### src/rtl/polyline_perpendicular_offset_assert.svh
// ---------------------------------------------------------------------------
// polyline_perpendicular_offset_assert
// Assertion macros for the polyline offset block.
// ---------------------------------------------------------------------------
`ifndef POLYLINE_PERPENDICULAR_OFFSET_ASSERT_SVH
`define POLYLINE_PERPENDICULAR_OFFSET_ASSERT_SVH

// same-cycle implication
`define PPO_ASSERT_NOW(lbl, ante, cons, msg) \
   lbl: assert property (@(posedge clock) disable iff (reset) (ante) |-> (cons)) \
      else $error(msg);

// next-cycle implication
`define PPO_ASSERT_NEXT(lbl, ante, cons, msg) \
   lbl: assert property (@(posedge clock) disable iff (reset) (ante) |=> (cons)) \
      else $error(msg);

`endif

### src/rtl/ppo_pkg.sv
`timescale 1ns / 1ps
`default_nettype none
// ---------------------------------------------------------------------------
// ppo_pkg
// Shared types and constants of the polyline perpendicular offset block.
// ---------------------------------------------------------------------------
package ppo_pkg;

   localparam int CSR_AW = 1;
   localparam int CSR_DW = 31;

   localparam logic [CSR_AW-1:0] REG_ROAD_WIDTH = 1'b0;
   localparam logic [CSR_AW-1:0] REG_AXIS_TOL   = 1'b1;

   localparam logic [30:0] ROAD_WIDTH_RST = 31'd65536;
   localparam logic [30:0] AXIS_TOL_RST   = 31'd66;

   localparam logic [1:0] OP_MUL  = 2'd0;
   localparam logic [1:0] OP_SQRT = 2'd1;
   localparam logic [1:0] OP_DIV  = 2'd2;

   localparam logic signed [33:0] SAT_MAX = 34'sh0_7FFF_FFFF;
   localparam logic signed [33:0] SAT_MIN = -34'sh0_8000_0000;

   typedef struct packed {
      logic        start;
      logic [1:0]  op;
      logic [63:0] a;
      logic [31:0] b;
   } ppo_cmd_type;

   typedef struct packed {
      logic        done;
      logic [63:0] value;
   } ppo_res_type;

   function automatic logic [31:0] sat32(input logic signed [33:0] v);
      logic [31:0] r;
      if (v > SAT_MAX) begin
         r = 32'h7FFF_FFFF;
      end else if (v < SAT_MIN) begin
         r = 32'h8000_0000;
      end else begin
         r = v[31:0];
      end
      return r;
   endfunction

endpackage
`default_nettype wire

### src/rtl/ppo_arith.sv
`timescale 1ns / 1ps
`default_nettype none
// ---------------------------------------------------------------------------
// ppo_arith
// Shared unit: registered 32x32 multiply, bit-serial square root and divide.
// ---------------------------------------------------------------------------
module ppo_arith
   import ppo_pkg::*;
(
   input  logic        clock,
   input  logic        reset,
   input  ppo_cmd_type cmd,
   output ppo_res_type res
);

   logic        busy_ff, busy_in;
   logic [1:0]  op_ff, op_in;
   logic [5:0]  cnt_ff, cnt_in;
   logic [63:0] acc_ff, acc_in;
   logic [34:0] rem_ff, rem_in;
   logic [31:0] root_ff, root_in;
   logic [31:0] div_ff, div_in;
   logic        done_ff, done_in;
   logic [63:0] val_ff, val_in;

   logic [63:0] prod;
   logic [34:0] sq_t;
   logic [34:0] sq_trial;
   logic [32:0] dv_t;

   assign prod     = cmd.a[31:0] * cmd.b;
   assign sq_t     = {rem_ff[32:0], acc_ff[63:62]};
   assign sq_trial = {1'b0, root_ff, 2'b01};
   assign dv_t     = {rem_ff[31:0], acc_ff[63]};

   always_comb begin
      busy_in = busy_ff;
      op_in   = op_ff;
      cnt_in  = cnt_ff;
      acc_in  = acc_ff;
      rem_in  = rem_ff;
      root_in = root_ff;
      div_in  = div_ff;
      done_in = 1'b0;
      val_in  = val_ff;
      if (cmd.start) begin
         op_in = cmd.op;
         case (cmd.op)
            OP_MUL: begin
               val_in  = prod;
               done_in = 1'b1;
            end
            OP_SQRT: begin
               busy_in = 1'b1;
               cnt_in  = 6'd32;
               acc_in  = cmd.a;
               rem_in  = '0;
               root_in = '0;
            end
            OP_DIV: begin
               // quotient fits 31 bits, so the upper dividend part is below the divisor
               busy_in = 1'b1;
               cnt_in  = 6'd31;
               rem_in  = {4'b0, cmd.a[61:31]};
               acc_in  = {cmd.a[30:0], 33'b0};
               root_in = '0;
               div_in  = cmd.b;
            end
            default: begin
            end
         endcase
      end else if (busy_ff) begin
         if (cnt_ff == 6'd0) begin
            busy_in = 1'b0;
            done_in = 1'b1;
            val_in  = {32'b0, root_ff};
         end else begin
            cnt_in = cnt_ff - 6'd1;
            case (op_ff)
               OP_SQRT: begin
                  if (sq_t >= sq_trial) begin
                     rem_in  = sq_t - sq_trial;
                     root_in = {root_ff[30:0], 1'b1};
                  end else begin
                     rem_in  = sq_t;
                     root_in = {root_ff[30:0], 1'b0};
                  end
                  acc_in = {acc_ff[61:0], 2'b0};
               end
               OP_DIV: begin
                  if (dv_t >= {1'b0, div_ff}) begin
                     rem_in  = {2'b0, dv_t - {1'b0, div_ff}};
                     root_in = {root_ff[30:0], 1'b1};
                  end else begin
                     rem_in  = {2'b0, dv_t};
                     root_in = {root_ff[30:0], 1'b0};
                  end
                  acc_in = {acc_ff[62:0], 1'b0};
               end
               default: begin
               end
            endcase
         end
      end
   end

   always_ff @(posedge clock) begin
      if (reset) begin
         busy_ff <= 1'b0;
         done_ff <= 1'b0;
      end else begin
         busy_ff <= busy_in;
         done_ff <= done_in;
      end
      op_ff   <= op_in;
      cnt_ff  <= cnt_in;
      acc_ff  <= acc_in;
      rem_ff  <= rem_in;
      root_ff <= root_in;
      div_ff  <= div_in;
      val_ff  <= val_in;
   end

   assign res.done  = done_ff;
   assign res.value = val_ff;

endmodule
`default_nettype wire

### config.mk
export PLATFORM = sky130hd
export DESIGN_NAME = ppo_arith
export DESIGN_NICKNAME = d
export VERILOG_FILES = /design/src/rtl/polyline_perpendicular_offset_assert.svh /design/src/rtl/ppo_pkg.sv /design/src/rtl/ppo_arith.sv
export SDC_FILE = /design/constraint.sdc
export NUM_CORES = 2
export LEC_CHECK = 0
export ABC_AREA = 1
export BUFFER_PORTS_ARGS = -buffer_cell sky130_fd_sc_hd__buf_2
export CORE_UTILIZATION = 53
export DETAILED_ROUTE_END_ITERATION = 8
export PLACE_DENSITY_LB_ADDON = 0.12
export SKIP_CTS_REPAIR_TIMING = 1
export SLEW_MARGIN = 20
export SYNTH_ARGS = -nofsm -noshare
export SYNTH_HDL_FRONTEND = slang
export SYNTH_SLANG_ARGS = --single-unit
### constraint.sdc
create_clock -name clock -period 10.39 [get_ports clock]
set_input_delay 1.039 -clock clock [delete_from_list [all_inputs] [get_ports clock]]
set_output_delay 1.039 -clock clock [all_outputs]
set_load 0.05 [all_outputs]
==> results.cfg <==
[synth]
yosysWarnings = 0
netlist_instances = 6679
seq_area_frac_synth_pct = 13.9
synth_ff_type = edfxtp_1
syn_area_per_cell_um2 = 7.58
synth_area_leaders = fa_1 (35%), inv_1 (15%), edfxtp_1 (14%)
synth_largest_area_cell = fa_1
syn_area_um2 = 50600
synth_fp_nets = 8010
yosys_register_bits = 235
yosys-top-cells-count = inv_1 (1959), nand2_1 (1852), fa_1 (897)
yosys.cell_count.top_type = inv_1
synth_top_area_share_pct = 35.5
synth-edff-count = 233
synth_cell_type_count = 54
async_flop_share_pct = 0

[timing]
rsz0062_at_grt = false
finalSetupViolCount = 0
tightest_slew_ns = 1.20
finalCritPeriodShare_pct = 78.0
relSlewSlack_pct = 19.8
hold_ws_ns = 0.478
slew_viol_final = 0
finalHoldViolations = 0
final.setup.tns_ns = 0
finClkSkew_ns = 0.0201
min_period_ns = 8.10
fmax_ghz = 0.123

[route]
met3_length_mm = 13.7
wire_per_inst_um = 21.9
vias = 42400
via_per_inst = 5.34
drc = 0
routed_wl_mm = 174
routedLengthMet1_mm = 65.8
dr_wl_met2_mm = 81.7
dr.pass1.iters = 5
final_antenna_net_count = 0
dr.max_layer_used = met5
drtIter0Drc = 3571

[floorplanning]
die_area_um2 = 96800
start_util_pct = 53.4
num_rows = 113
die_h_um = 311
die_width_um = 311
core_area_um2 = 94900
io_pins = 166

[cts]
insertion_delay_ns = 0.63
cts.sinks = 235
clk_pin_slew_ns = 0.06
htreeDepth = 1
cts-buffers-inserted = 29
cts_max_path_buffers = 3
cts_root_buf = clkbuf_16
cts_tree = yes

[grt]
track_usage_pct = 36.5
grt_pass1_wl_mm = 264
grt_start_max_net_pins = 71
grt_overflow_total = 0
antenna_found_initial = 6
grt_pass1_vias = 43800

[critical_path]
slowest_delay_ns = 0.71
cp_max_fo = 19
worstReg2RegStart = op_ff[0]
startpoint_type = primary input
regToRegEndpoint = acc_ff[23]
cp_slowest_cell = fa_1
cp.required_ns = 10.74
critPathKind = primary input to flop
rrSetupSlack_ns = 6.56
critical_path.endpoint_type = flop
cp_cell_sequence = buf_2 -> buf_4 -> nand2_1 -> inv_1 -> fa_1 -> fa_1 -> fa_1 -> inv_1 -> fa_1 -> inv_1 -> fa_1 -> inv_1 -> fa_1 -> inv_1 -> fa_1 -> fa_1 -> ha_1 -> a21oi_1 -> o21ai_0 -> a21oi_1 -> nand3_1 -> o21ai_0 -> o21ai_0
cpMostUsedCell = fa_1
r2r_cells = 10
crit_arrival_ns = 8.45

[finish]
fillerInstances = 9214
layout-drive-gt1-share_pct = 5.05
nets = 7982
syn_to_final_growth_pct = 5.41

[job]
drv_cap = 0

[hold_path]
worstHoldStart = busy_ff
min_to = busy_ff
hold_depth = 2
hp-class = flop to flop

[place]
gp_congestion = 0.976
post-dp-hpwl_mm = 138
port_buffers = 165

[status]
status = complete, no violations
-- worst max-delay path by stage --
stage | startpoint | slack [ns] | cells after the start | to
global placement | cmd[62] | 1.71 | 27 | val_ff[51]
floorplan | cmd[96] | 1.50 | 7 | acc_ff[0]
finish | cmd[6] | 2.29 | 23 | val_ff[25]
CTS | cmd[6] | 2.50 | 23 | val_ff[23]
detailed placement | cmd[6] | 1.86 | 25 | val_ff[41]
global route | cmd[6] | 2.13 | 28 | val_ff[43]
-- registers in the layout, indices dropped and copies added, names as in the netlist --
signal / flops
acc_ff: 64
busy_ff: 1
cnt_ff: 6
div_ff: 32
done_ff: 1
op_ff: 2
rem_ff: 33
root_ff: 32
val_ff: 64
-- critical path: cells and delay by family --
kind                     cells  cell delay (ns)
AO/OA/AOI/OAI                5             1.16
adder cells (fa/ha/maj)      9             4.52
buffers and inverters        7             1.28
AND/OR/NAND/NOR              2             0.42
-- stage by stage --
step	utilization, %	std cells	worst slack, ns	instance area (µm²)
after floorplan	-	6679	1.50	50600
after global placement	55.2	7885	1.71	52400
after detailed placement	55.2	7885	1.86	52400
after CTS	56.3	7937	2.50	53400
after global routing	56.3	7937	2.13	53400
final	56.3	7940	2.29	53400
-- cell usage in the layout (no fill, tap or decap), drive strengths merged --
cell type / netlist / final
a21boi: 4 / 4
nand4: 9 / 9
inv: 1982 / 1983
bufinv: 0 / 5
a31oi: 5 / 5
dfxtp: 2 / 2
a31o: 2 / 2
clkinvlp: 0 / 1
o21a: 3 / 3
clkbuf: 259 / 30
buf: 25 / 225
nor3: 22 / 22
o31ai: 1 / 1
or2: 6 / 6
nor4: 1 / 1
xor2: 7 / 7
nand2b: 1 / 1
and3: 1 / 1
a21o: 11 / 11
ha: 333 / 333
nor2: 324 / 324
xnor2: 41 / 41
nand3b: 7 / 7
o2111ai: 1 / 1
fa: 897 / 897
nand2: 1862 / 1862
a21oi: 185 / 185
edfxtp: 233 / 233
a22oi: 31 / 31
o21bai: 13 / 13
clkinv: 1 / 16
diode: 0 / 3
o211ai: 29 / 29
nand3: 189 / 189
o22ai: 2 / 2
o221ai: 62 / 62
and2: 8 / 8
o21ai: 120 / 120
-- area by class of cell --
| type | instances | area [µm²] | area share [%] |
|---|---|---|---|
| diodes | 3 | 7.51 | 0.0141 |
| well taps | 1265 | 1580 | 2.97 |
| clock buffers | 30 | 729 | 1.37 |
| inverters | 1983 | 7440 | 13.9 |
| repair buffers | 225 | 1280 | 2.40 |
| clock inverters | 22 | 258 | 0.483 |
| flip-flops and latches | 235 | 7040 | 13.2 |
| multi-input cells | 4177 | 35000 | 65.6 |
-- logic make-up (layout without fill, tap and decap cells) --
family / after synthesis / count (layout) / synth area share, %
AND/OR/NAND/NOR: 2430 / 2430 / 19.0
AO/OA/AOI/OAI: 469 / 469 / 5.61
buffers and inverters: 2267 / 2260 / 16.9
adder cells (fa/ha/maj): 1230 / 1230 / 43.7
other: 0 / 3 / 0
flip-flops: 235 / 235 / 13.9
XOR/XNOR: 48 / 48 / 0.830
-- routing by layer --
metal / vias to the layer above / global-route usage (%)
li1: 19300 / -
met1: 20800 / 45.7
met2: 1850 / 59.9
met3: 450 / 5.59
met4: 2 / 21.5
met5: - / 0
Power is not shown: default switching activity piles up to over one toggle a cycle in this logic, so the estimate is an artifact.
